`config.mk`:
```
export PLATFORM = sky130hd
export DESIGN_NAME = hall_speed_throttle_pwm_top
export DESIGN_NICKNAME = d
export VERILOG_FILES = /design/src/rtl/hst_pkg.sv /design/src/rtl/hst_front.sv /design/src/rtl/hst_queue.sv /design/src/rtl/hst_div.sv /design/src/rtl/hst_back.sv /design/src/rtl/hall_speed_throttle_pwm_top.sv
export SDC_FILE = /design/constraint.sdc
export NUM_CORES = 2
export LEC_CHECK = 0
export BUFFER_PORTS_ARGS = -buffer_cell sky130_fd_sc_hd__buf_2
export CORE_MARGIN = 2
export CORE_UTILIZATION = 45
export DETAILED_ROUTE_END_ITERATION = 8
export GPL_TIMING_DRIVEN = 0
export PLACE_DENSITY_LB_ADDON = 0.1
export SYNTH_ARGS = -nofsm -noshare
export SYNTH_HDL_FRONTEND = slang
export SYNTH_HIERARCHICAL = 1
export SYNTH_SLANG_ARGS = --single-unit
```
`constraint.sdc`:
```
create_clock -name clock -period 16.3 [get_ports clock]
set_input_delay 0.815 -clock clock [delete_from_list [all_inputs] [get_ports clock]]
set_output_delay 0.815 -clock clock [all_outputs]
set_load 0.02 [all_outputs]
```
`src/rtl/hst_pkg.sv`:
```
// Shared types and constants for the hall speed, throttle and PWM block.
// Used by every module under rtl; depends on nothing else.
`default_nettype none

package hst_pkg;

   localparam int unsigned SPEED_W    = 24;
   localparam int unsigned RATED_W    = 16;
   localparam int unsigned STALL_W    = 17;
   localparam int unsigned BAND_W     = 11;
   localparam int unsigned WRAP_W     = 16;
   localparam int unsigned TIMEOUT_W  = 20;
   localparam int unsigned SAMPLE_W   = 12;
   localparam int unsigned THR_W      = 12;
   localparam int unsigned LEVEL_W    = 17;
   localparam int unsigned DUTY_W     = 17;
   localparam int unsigned ARG_W      = 20;
   localparam int unsigned DIV_DEN_W  = 28;
   localparam int unsigned DIV_BITS_W = 24;
   localparam int unsigned DIV_CNT_W  = 5;
   localparam int unsigned CSR_IDX_W  = 3;
   localparam int unsigned CSR_DATA_W = 24;
   localparam int unsigned QUEUE_DEPTH = 4;
   localparam int unsigned QPTR_W      = $clog2(QUEUE_DEPTH);

   localparam logic [THR_W-1:0]  THR_FULL = 12'd4095;
   localparam logic [DUTY_W-1:0] DUTY_ONE = 17'd65536;

   localparam logic [CSR_IDX_W-1:0] REG_SPEED_CONSTANT = 3'd0;
   localparam logic [CSR_IDX_W-1:0] REG_RATED_SPEED    = 3'd1;
   localparam logic [CSR_IDX_W-1:0] REG_STALL_OFFSET   = 3'd2;
   localparam logic [CSR_IDX_W-1:0] REG_DEAD_BAND      = 3'd3;
   localparam logic [CSR_IDX_W-1:0] REG_PERIOD_TOP     = 3'd4;
   localparam logic [CSR_IDX_W-1:0] REG_STALL_TIMEOUT  = 3'd5;

   localparam logic [SPEED_W-1:0]   RST_SPEED_CONSTANT = 24'd2500000;
   localparam logic [RATED_W-1:0]   RST_RATED_SPEED    = 16'd3000;
   localparam logic [STALL_W-1:0]   RST_STALL_OFFSET   = 17'd13653;
   localparam logic [BAND_W-1:0]    RST_DEAD_BAND      = 11'd100;
   localparam logic [WRAP_W-1:0]    RST_PERIOD_TOP     = 16'd24999;
   localparam logic [TIMEOUT_W-1:0] RST_STALL_TIMEOUT  = 20'd100000;

   localparam logic [1:0] OP_TICK     = 2'd0;
   localparam logic [1:0] OP_HALL     = 2'd1;
   localparam logic [1:0] OP_THROTTLE = 2'd2;
   localparam logic [1:0] OP_UNUSED   = 2'd3;

   typedef enum logic [1:0] {
      CMD_NONE,
      CMD_SPEED,
      CMD_THROTTLE
   } cmd_kind_type;

   typedef struct packed {
      cmd_kind_type     kind;
      logic [ARG_W-1:0] arg;
   } cmd_type;

   typedef struct packed {
      logic [SPEED_W-1:0]   speed_constant;
      logic [RATED_W-1:0]   rated_speed;
      logic [STALL_W-1:0]   stall_offset_q16;
      logic [BAND_W-1:0]    dead_band;
      logic [WRAP_W-1:0]    period_top;
      logic [TIMEOUT_W-1:0] stall_timeout_us;
   } cfg_type;

   typedef struct packed {
      logic                  start;
      logic [DIV_DEN_W-1:0]  rem_init;
      logic [DIV_BITS_W-1:0] bits;
      logic [DIV_DEN_W-1:0]  den;
      logic [DIV_CNT_W-1:0]  steps;
   } div_req_type;

   typedef enum logic [3:0] {
      ST_IDLE,
      ST_SPEED,
      ST_THR,
      ST_MUL_A,
      ST_SUM,
      ST_MUL_B,
      ST_CHECK,
      ST_DUTY,
      ST_SCALE,
      ST_OUT
   } back_state_type;

endpackage

`default_nettype wire

```
`src/rtl/hst_front.sv`:
```
// Front end: accepts input beats, keeps the microsecond count and turns each beat
// into a command for the back end. Depends on hst_pkg.
`default_nettype none

module hst_front import hst_pkg::*; (
   input  wire logic                  clock,
   input  wire logic                  reset,
   input  wire logic                  req_valid,
   output logic                       req_ready,
   input  wire logic [1:0]            req_op,
   input  wire logic [SAMPLE_W-1:0]   req_adc_sample,
   input  wire logic [TIMEOUT_W-1:0]  stall_timeout_us,
   input  wire logic                  queue_full,
   output logic                       push,
   output cmd_type                    push_cmd
);

   logic [TIMEOUT_W-1:0] elapsed_ff;
   logic [TIMEOUT_W-1:0] elapsed_in;
   logic [TIMEOUT_W-1:0] limit;
   logic [TIMEOUT_W-1:0] incremented;

   assign req_ready = !queue_full;
   assign push      = req_valid && req_ready;

   always_comb begin
      limit       = (stall_timeout_us == '0) ? TIMEOUT_W'(1) : stall_timeout_us;
      incremented = (elapsed_ff != '1) ? elapsed_ff + TIMEOUT_W'(1) : elapsed_ff;
      elapsed_in  = elapsed_ff;
      push_cmd.kind = CMD_NONE;
      push_cmd.arg  = '0;
      unique case (req_op)
         OP_TICK: begin
            if (incremented >= limit) begin
               push_cmd.kind = CMD_SPEED;
               push_cmd.arg  = limit;
               elapsed_in    = '0;
            end else begin
               elapsed_in = incremented;
            end
         end
         OP_HALL: begin
            push_cmd.kind = CMD_SPEED;
            push_cmd.arg  = (elapsed_ff == '0) ? TIMEOUT_W'(1) : elapsed_ff;
            elapsed_in    = '0;
         end
         OP_THROTTLE: begin
            push_cmd.kind = CMD_THROTTLE;
            push_cmd.arg  = ARG_W'(req_adc_sample);
         end
         OP_UNUSED: begin
            push_cmd.kind = CMD_NONE;
         end
         default: begin
            push_cmd.kind = CMD_NONE;
         end
      endcase
   end

   always_ff @(posedge clock) begin
      if (reset) begin
         elapsed_ff <= '0;
      end else if (push) begin
         elapsed_ff <= elapsed_in;
      end
   end

endmodule

`default_nettype wire

```
`src/rtl/hst_queue.sv`:
```
// Short command queue between the front end and the back end.
// Depends on hst_pkg for the command type and depth.
`default_nettype none

module hst_queue import hst_pkg::*; (
   input  wire logic clock,
   input  wire logic reset,
   input  wire logic push,
   input  cmd_type   push_cmd,
   output logic      full,
   input  wire logic pop,
   output logic      head_valid,
   output cmd_type   head_cmd
);

   cmd_type            entry_ff [QUEUE_DEPTH];
   logic [QPTR_W-1:0]  wr_ptr_ff;
   logic [QPTR_W-1:0]  rd_ptr_ff;
   logic [QPTR_W:0]    count_ff;
   logic               do_push;
   logic               do_pop;

   assign full       = (count_ff == (QPTR_W+1)'(QUEUE_DEPTH));
   assign head_valid = (count_ff != '0);
   assign head_cmd   = entry_ff[rd_ptr_ff];
   assign do_push    = push && !full;
   assign do_pop     = pop && head_valid;

   always_ff @(posedge clock) begin
      if (reset) begin
         wr_ptr_ff <= '0;
         rd_ptr_ff <= '0;
         count_ff  <= '0;
      end else begin
         if (do_push) begin
            wr_ptr_ff <= wr_ptr_ff + QPTR_W'(1);
         end
         if (do_pop) begin
            rd_ptr_ff <= rd_ptr_ff + QPTR_W'(1);
         end
         if (do_push && !do_pop) begin
            count_ff <= count_ff + (QPTR_W+1)'(1);
         end else if (do_pop && !do_push) begin
            count_ff <= count_ff - (QPTR_W+1)'(1);
         end
      end
   end

   always_ff @(posedge clock) begin
      if (do_push) begin
         entry_ff[wr_ptr_ff] <= push_cmd;
      end
   end

endmodule

`default_nettype wire

```
`src/rtl/hst_div.sv`:
```
// Shared restoring divider, one quotient bit per cycle, used for speed, dead zone
// and duty. Depends on hst_pkg for the request type and widths.
`default_nettype none

module hst_div import hst_pkg::*; (
   input  wire logic              clock,
   input  wire logic              reset,
   input  div_req_type            req,
   output logic                   done,
   output logic [DIV_BITS_W-1:0]  quotient
);

   logic                  busy_ff;
   logic                  done_ff;
   logic [DIV_DEN_W-1:0]  rem_ff;
   logic [DIV_BITS_W-1:0] bits_ff;
   logic [DIV_DEN_W-1:0]  den_ff;
   logic [DIV_CNT_W-1:0]  cnt_ff;
   logic [DIV_BITS_W-1:0] quot_ff;
   logic [DIV_DEN_W:0]    trial;
   logic                  fits;

   assign trial    = {rem_ff, bits_ff[DIV_BITS_W-1]};
   assign fits     = (trial >= {1'b0, den_ff});
   assign done     = done_ff;
   assign quotient = quot_ff;

   always_ff @(posedge clock) begin
      if (reset) begin
         busy_ff <= 1'b0;
         done_ff <= 1'b0;
      end else begin
         done_ff <= !req.start && busy_ff && (cnt_ff == DIV_CNT_W'(1));
         if (req.start) begin
            busy_ff <= 1'b1;
         end else if (busy_ff && (cnt_ff == DIV_CNT_W'(1))) begin
            busy_ff <= 1'b0;
         end
      end
   end

   always_ff @(posedge clock) begin
      if (req.start) begin
         rem_ff  <= req.rem_init;
         bits_ff <= req.bits;
         den_ff  <= req.den;
         cnt_ff  <= req.steps;
         quot_ff <= '0;
      end else if (busy_ff) begin
         rem_ff  <= fits ? DIV_DEN_W'(trial - {1'b0, den_ff}) : trial[DIV_DEN_W-1:0];
         bits_ff <= {bits_ff[DIV_BITS_W-2:0], 1'b0};
         cnt_ff  <= cnt_ff - DIV_CNT_W'(1);
         quot_ff <= {quot_ff[DIV_BITS_W-2:0], fits};
      end
   end

endmodule

`default_nettype wire

```
`src/rtl/hst_back.sv`:
```
// Back end: executes queued commands (speed update, dead zone, PWM level) and
// holds the result register. Depends on hst_pkg and hst_div.
`default_nettype none

module hst_back import hst_pkg::*; #(
   parameter int unsigned ADC_BITS = 12
) (
   input  wire logic                clock,
   input  wire logic                reset,
   input  cfg_type                  cfg,
   input  wire logic                head_valid,
   input  cmd_type                  head_cmd,
   output logic                     pop,
   output logic                     rsp_valid,
   input  wire logic                rsp_ready,
   output logic [LEVEL_W-1:0]       rsp_pwm_level,
   output logic [SPEED_W-1:0]       rsp_speed_rpm
);

   localparam logic [16:0] ADC_FULL = 17'((1 << ADC_BITS) - 1);

   back_state_type        state_ff;
   back_state_type        state_in;
   logic [SPEED_W-1:0]    speed_ff;
   logic [THR_W-1:0]      throttle_ff;
   logic                  rsp_valid_ff;
   logic [LEVEL_W-1:0]    level_ff;
   logic [SPEED_W-1:0]    speed_out_ff;
   logic [32:0]           prod_ff;
   logic [40:0]           sum_ff;
   logic [52:0]           num_ff;
   logic [DUTY_W-1:0]     duty_ff;
   logic [32:0]           scale_ff;

   div_req_type           div_req;
   logic                  div_done;
   logic [DIV_BITS_W-1:0] div_quot;

   logic [SAMPLE_W-1:0]   sample;
   logic [SAMPLE_W-1:0]   band;
   logic [16:0]           span;
   logic                  span_ok;
   logic                  below;
   logic                  above;
   logic [SAMPLE_W-1:0]   diff;
   logic [23:0]           thr_num;
   logic                  thr_direct;
   logic [RATED_W-1:0]    rated_eff;
   logic [DIV_DEN_W-1:0]  den_pwm;
   logic                  duty_sat;
   logic                  rsp_load;

   hst_div u_div (
      .clock    (clock),
      .reset    (reset),
      .req      (div_req),
      .done     (div_done),
      .quotient (div_quot)
   );

   always_comb begin
      sample     = head_cmd.arg[SAMPLE_W-1:0];
      band       = {1'b0, cfg.dead_band};
      span       = ADC_FULL - {6'b0, cfg.dead_band};
      span_ok    = (ADC_FULL > {6'b0, cfg.dead_band});
      below      = (sample < band);
      above      = ({5'b0, sample} > span);
      diff       = sample - band;
      thr_num    = {diff, 12'b0} - {12'b0, diff};
      thr_direct = below || !span_ok || above;
      rated_eff  = (cfg.rated_speed == '0) ? RATED_W'(1) : cfg.rated_speed;
      den_pwm    = {rated_eff, 12'b0} - {12'b0, rated_eff};
      duty_sat   = (num_ff[52:17] >= {8'b0, den_pwm});
   end

   always_comb begin
      state_in = state_ff;
      unique case (state_ff)
         ST_IDLE: begin
            if (head_valid) begin
               unique case (head_cmd.kind)
                  CMD_SPEED:    state_in = ST_SPEED;
                  CMD_THROTTLE: state_in = thr_direct ? ST_MUL_A : ST_THR;
                  default:      state_in = ST_MUL_A;
               endcase
            end
         end
         ST_SPEED: if (div_done) state_in = ST_MUL_A;
         ST_THR:   if (div_done) state_in = ST_MUL_A;
         ST_MUL_A: state_in = ST_SUM;
         ST_SUM:   state_in = ST_MUL_B;
         ST_MUL_B: state_in = ST_CHECK;
         ST_CHECK: state_in = duty_sat ? ST_SCALE : ST_DUTY;
         ST_DUTY:  if (div_done) state_in = ST_SCALE;
         ST_SCALE: state_in = ST_OUT;
         ST_OUT:   if (!rsp_valid_ff || rsp_ready) state_in = ST_IDLE;
         default:  state_in = ST_IDLE;
      endcase
   end

   always_comb begin
      pop           = (state_ff == ST_IDLE) && head_valid;
      rsp_load      = (state_ff == ST_OUT) && (!rsp_valid_ff || rsp_ready);
      div_req       = '0;
      if (pop && (head_cmd.kind == CMD_SPEED)) begin
         div_req.start    = 1'b1;
         div_req.rem_init = '0;
         div_req.bits     = cfg.speed_constant;
         div_req.den      = DIV_DEN_W'(head_cmd.arg);
         div_req.steps    = DIV_CNT_W'(24);
      end else if (pop && (head_cmd.kind == CMD_THROTTLE) && !thr_direct) begin
         div_req.start    = 1'b1;
         div_req.rem_init = DIV_DEN_W'(thr_num[23:12]);
         div_req.bits     = {thr_num[11:0], 12'b0};
         div_req.den      = DIV_DEN_W'(span[15:0]);
         div_req.steps    = DIV_CNT_W'(12);
      end else if ((state_ff == ST_CHECK) && !duty_sat) begin
         div_req.start    = 1'b1;
         div_req.rem_init = num_ff[44:17];
         div_req.bits     = {num_ff[16:0], 7'b0};
         div_req.den      = den_pwm;
         div_req.steps    = DIV_CNT_W'(17);
      end
   end

   always_ff @(posedge clock) begin
      if (reset) begin
         state_ff     <= ST_IDLE;
         speed_ff     <= '0;
         throttle_ff  <= '0;
         rsp_valid_ff <= 1'b0;
      end else begin
         state_ff <= state_in;
         if (pop && (head_cmd.kind == CMD_THROTTLE) && thr_direct) begin
            throttle_ff <= below ? '0 : THR_FULL;
         end
         if ((state_ff == ST_SPEED) && div_done) begin
            speed_ff <= div_quot;
         end
         if ((state_ff == ST_THR) && div_done) begin
            throttle_ff <= div_quot[THR_W-1:0];
         end
         if (rsp_load) begin
            rsp_valid_ff <= 1'b1;
         end else if (rsp_ready) begin
            rsp_valid_ff <= 1'b0;
         end
      end
   end

   always_ff @(posedge clock) begin
      if (state_ff == ST_MUL_A) begin
         prod_ff <= 33'(cfg.stall_offset_q16) * 33'(rated_eff);
      end
      if (state_ff == ST_SUM) begin
         sum_ff <= {1'b0, speed_ff, 16'b0} + {8'b0, prod_ff};
      end
      if (state_ff == ST_MUL_B) begin
         num_ff <= 53'(throttle_ff) * 53'(sum_ff);
      end
      if ((state_ff == ST_CHECK) && duty_sat) begin
         duty_ff <= DUTY_ONE;
      end
      if ((state_ff == ST_DUTY) && div_done) begin
         duty_ff <= (div_quot[DUTY_W-1:0] > DUTY_ONE) ? DUTY_ONE : div_quot[DUTY_W-1:0];
      end
      if (state_ff == ST_SCALE) begin
         scale_ff <= 33'(duty_ff) * 33'(cfg.period_top);
      end
      if (rsp_load) begin
         level_ff     <= scale_ff[32:16] + LEVEL_W'(1);
         speed_out_ff <= speed_ff;
      end
   end

   assign rsp_valid     = rsp_valid_ff;
   assign rsp_pwm_level = level_ff;
   assign rsp_speed_rpm = speed_out_ff;

endmodule

`default_nettype wire

```
`src/rtl/hall_speed_throttle_pwm_top.sv`:
```
// Top level of the hall speed meter and throttle-to-PWM controller.
// Depends on hst_pkg, hst_front, hst_queue and hst_back (with hst_div).
//
// Usage: each input beat on req_ carries an op (microsecond tick, hall edge,
// throttle sample, or an unused code) and a 12-bit converter sample. Every
// accepted beat produces exactly one result beat on rsp_ with the PWM compare
// level and the current speed in rpm, in input order.
// The front end classifies a beat in the cycle it is accepted and queues a
// command; up to four commands may wait. The back end runs them one at a time,
// and its shared one-bit-per-cycle divider sets the time. A beat that only
// reports runs one division of 17 steps for the duty; a throttle sample
// (unless the dead band clamps it) and a speed update first run a division
// of 12 or 24 steps. A saturated duty skips its division.
// Configuration writes on csr_ are accepted every cycle and should be made
// while no beat is in flight. Reset clears the speed, throttle and elapsed
// count and loads the default register values.
// When the receiver stalls, the result register holds its beat; the back end
// finishes the next result and waits, and the queue keeps accepting beats
// until it fills, at which point req_ready drops.
`default_nettype none

module hall_speed_throttle_pwm_top import hst_pkg::*; #(
   parameter int unsigned ADC_BITS = 12
) (
   input  wire logic                  clock,
   input  wire logic                  reset,
   input  wire logic                  req_valid,
   output logic                       req_ready,
   input  wire logic [1:0]            req_op,
   input  wire logic [SAMPLE_W-1:0]   req_adc_sample,
   output logic                       rsp_valid,
   input  wire logic                  rsp_ready,
   output logic [LEVEL_W-1:0]         rsp_pwm_level,
   output logic [SPEED_W-1:0]         rsp_speed_rpm,
   input  wire logic                  csr_valid,
   output logic                       csr_ready,
   input  wire logic [CSR_IDX_W-1:0]  csr_index,
   input  wire logic [CSR_DATA_W-1:0] csr_wdata
);

   cfg_type cfg_ff;
   logic    push;
   cmd_type push_cmd;
   logic    queue_full;
   logic    pop;
   logic    head_valid;
   cmd_type head_cmd;

   assign csr_ready = 1'b1;

   always_ff @(posedge clock) begin
      if (reset) begin
         cfg_ff.speed_constant   <= RST_SPEED_CONSTANT;
         cfg_ff.rated_speed      <= RST_RATED_SPEED;
         cfg_ff.stall_offset_q16 <= RST_STALL_OFFSET;
         cfg_ff.dead_band        <= RST_DEAD_BAND;
         cfg_ff.period_top       <= RST_PERIOD_TOP;
         cfg_ff.stall_timeout_us <= RST_STALL_TIMEOUT;
      end else if (csr_valid && csr_ready) begin
         unique case (csr_index)
            REG_SPEED_CONSTANT: cfg_ff.speed_constant   <= csr_wdata[SPEED_W-1:0];
            REG_RATED_SPEED:    cfg_ff.rated_speed      <= csr_wdata[RATED_W-1:0];
            REG_STALL_OFFSET:   cfg_ff.stall_offset_q16 <= csr_wdata[STALL_W-1:0];
            REG_DEAD_BAND:      cfg_ff.dead_band        <= csr_wdata[BAND_W-1:0];
            REG_PERIOD_TOP:     cfg_ff.period_top       <= csr_wdata[WRAP_W-1:0];
            REG_STALL_TIMEOUT:  cfg_ff.stall_timeout_us <= csr_wdata[TIMEOUT_W-1:0];
            default: begin
            end
         endcase
      end
   end

   hst_front u_front (
      .clock            (clock),
      .reset            (reset),
      .req_valid        (req_valid),
      .req_ready        (req_ready),
      .req_op           (req_op),
      .req_adc_sample   (req_adc_sample),
      .stall_timeout_us (cfg_ff.stall_timeout_us),
      .queue_full       (queue_full),
      .push             (push),
      .push_cmd         (push_cmd)
   );

   hst_queue u_queue (
      .clock      (clock),
      .reset      (reset),
      .push       (push),
      .push_cmd   (push_cmd),
      .full       (queue_full),
      .pop        (pop),
      .head_valid (head_valid),
      .head_cmd   (head_cmd)
   );

   hst_back #(
      .ADC_BITS (ADC_BITS)
   ) u_back (
      .clock         (clock),
      .reset         (reset),
      .cfg           (cfg_ff),
      .head_valid    (head_valid),
      .head_cmd      (head_cmd),
      .pop           (pop),
      .rsp_valid     (rsp_valid),
      .rsp_ready     (rsp_ready),
      .rsp_pwm_level (rsp_pwm_level),
      .rsp_speed_rpm (rsp_speed_rpm)
   );

endmodule

`default_nettype wire
```
==> impl_metrics.json <==
{
  "post-route-period-util": 0.636,
  "slowest_delay_ns": 0.81,
  "critPathMostFrequentCell": "clkbuf_1",
  "ctsHoldBuffers": 0,
  "grt_first_pass_wirelength_um": 286000,
  "grt_start_max_net_pins": 58,
  "synth_most_common_cell": "inv_1",
  "syn_nets": 7552,
  "cts_buffers": 68,
  "synth_area_per_cell_um2": 9.69,
  "dr.pass1.iters": 6,
  "crit_slowest_cell": "or2_4",
  "synth_edf_count": 375,
  "synth_common_cells": "inv_1 (937), nand2_1 (900), fa_1 (809), ha_1 (431), and2_1 (419)",
  "synth-seq-cells": 575,
  "vias": 44900,
  "clock-sinks": 575,
  "ys_warn_count": 6,
  "gr-total-overflow": 0,
  "clockBufferDepth": 3,
  "synth_top_area_cell": "fa_1",
  "drc": 0,
  "cp_data_arrival_time_ns": 10.63,
  "first_global_vias": 46500,
  "routed_wl_um": 185000,
  "synthTopCellsByArea": "fa_1 (27%), edfxtp_1 (19%), ha_1 (8.9%), dfxtp_1 (6.6%), inv_1 (5.8%)",
  "start_util": 0.454,
  "netlist_instances": 6266,
  "report.final.setup_viol": 0,
  "yosysUniqueCellTypes": 112,
  "hold_viol_final": 0,
  "timing.critical_path.buf_inv": 8,
  "io_buffers": 87,
  "fin_setup_tns_ns": 0,
  "required_ns": 16.56,
  "fin_skew_ns": 0.0694,
  "max_freq_mhz": 96.4,
  "cts_tree": "built",
  "cts-root-buf": "clkbuf_16",
  "hold_path_class": "input pin to register",
  "route.top_layer_used": "met5",
  "io-pin-count": 90,
  "syn_area_um2": 60700,
  "dr_wl_met2_um": 86600,
  "irDropWorstVdd_v": 0.000159,
  "p_total_mw": 7.21,
  "startpoint_type": "register",
  "powerDensity_nw_per_um2": 110,
  "met1_length_um": 82200,
  "final-instance-count-excl-fill": 8264,
  "vias_per_cell": 5.43,
  "die_height_um": 371,
  "cts_resized": 0,
  "area_growth_pct": 8.37,
  "cts_setup_buffers": 0,
  "drive_above_1_share": 0.0570,
  "coreArea_um2": 134000,
  "yosysSeqAreaShare": 0.251,
  "synth_top_cell_area_share": 0.267,
  "crit_family": "simple AND/OR/NAND/NOR gates",
  "dp_hpwl_um": 150000,
  "first_iter_violations": 3307,
  "gp_congestion": 0.944,
  "maxSlewViolCount": 0,
  "dp_cells": 8134,
  "async_flop_share": 0,
  "timing.slew.headroom": 0.171,
  "leakage_nw": 29.1,
  "rsz0062_at_grt": "no",
  "worst_pin_slew_ns": 1.24,
  "wl_met3_um": 10500,
  "grtUsageTotal": 0.276,
  "die_area_um2": 138000,
  "postRouteAntennaNets": 0,
  "die_w_um": 371,
  "crit_type": "register to register",
  "drv_cap": 0,
  "path_clk_slew_ns": 0.06,
  "nets": 7722,
  "worstSkewPairLatency_ns": 0.69,
  "status": "finished, final reports clean",
  "min_period_ns": 10.37,
  "rows": 134,
  "synthFlopType": "edfxtp_1",
  "routedWlPerCell_um": 22.4,
  "htree_levels": 3,
  "grt_antenna_before_repair": 8,
  "path_max_fanout": 57,
  "end_kind": "register"
}
==> flip-flops by register name, indices dropped and copies added (netlist names), 24 cells and up, named ones only <==
register and cells:
cfg_ff 104, u_back/num_ff 53, u_back/prod_ff 33, u_back/rsp_speed_rpm 24, u_back/speed_ff 24, u_back/sum_ff 41, u_back/u_div/bits_ff 24, u_back/u_div/den_ff 28
u_back/u_div/quotient 24, u_back/u_div/rem_ff 28, u_queue/entry_ff 88
==> stage by stage <==
| stage | hold slack (ns) | area, µm² | setup slack, ns | util |
|---|---|---|---|---|
| 6_report | 0.394 | 65800 | 5.93 | 0.492 |
| 5_1_grt | 0.386 | 65800 | 5.36 | 0.492 |
| 4_1_cts | 0.353 | 65800 | 6.06 | 0.492 |
| 3_5_place_dp | 0.406 | 63600 | 6.12 | 0.476 |
| 3_3_place_gp | 0.402 | 63400 | 4.79 | 0.474 |
| 2_1_floorplan | 0.400 | 60700 | 8.62 | - |
==> worst min-delay path, stage by stage <==
cell      delay (ns)
buf_2           0.10
nand2b_1        0.05
mux2i_1         0.06
==> where the power goes <==
part | leakage (nW) | switching [mW] | internal, mW
Sequential | 5.10 | 0.141 | 1.93
Combinational | 22.9 | 2.12 | 1.49
Clock | 1.07 | 0.675 | 0.856
Total | 29.1 | 2.93 | 4.28
==> layout by cell type (no fill, tap or decap), types with 16 or more instances in the layout <==
cell	instances
a211oi_1	20
a21o_1	102
a21oi_1	246
a22oi_1	23
and2_1	418
and3_1	41
buf_2	112
buf_6	16
clkbuf_1	302
clkbuf_16	69
dfxtp_1	200
edfxtp_1	375
fa_1	809
ha_1	431
inv_1	937
mux2_2	37
mux2i_1	136
mux4_2	20
nand2_1	900
nand2b_1	111
nand3_1	74
nand4_1	33
nor2_1	239
nor2b_1	44
nor3_1	41
nor4_1	26
o211ai_1	29
o21a_1	24
o21ai_0	72
o21ai_1	54
o21bai_1	18
or3_1	23
xnor2_1	131
xor2_1	70
==> cell families after synthesis <==
kind of cell	Yosys count	synth area share
buf+inv	1279	0.0813
mux	207	0.0402
other cells	2	0.000124
compound gates	729	0.0786
xor+xnor	201	0.0290
flops	575	0.251
fa+ha+maj	1240	0.356
simple gates	2033	0.164
==> area by class of cell <==
class	count	area (µm²)
repair buffers	100	601
diodes	5	12.5
inverters	940	3530
clock inverters	31	332
plain buffers	339	1410
fillers	12600	67800
flip-flops and latches	575	15300
multi-input cells	4412	40600
clock buffers	94	1880
well taps	1768	2210
==> worst paths after layout <==
check	start	to	slack, ns	depth (start not counted)
min reg2reg	u_back/prod_ff[0]	u_back/sum_ff[0]	0.42	0
max	cfg_ff[68]	u_back/u_div/rem_ff[15]	5.93	28
min	csr_wdata[20]	cfg_ff[100]	0.39	3
max reg2reg	cfg_ff[68]	u_back/u_div/rem_ff[15]	5.93	28
==> routing by layer <==
metal | global-route usage | vias to the layer above
met5 | 0 | -
met4 | 0.0871 | 2
met3 | 0.0388 | 245
met2 | 0.448 | 1277
met1 | 0.381 | 22800
li1 | - | 20500
(Power assumes the default switching activity.)
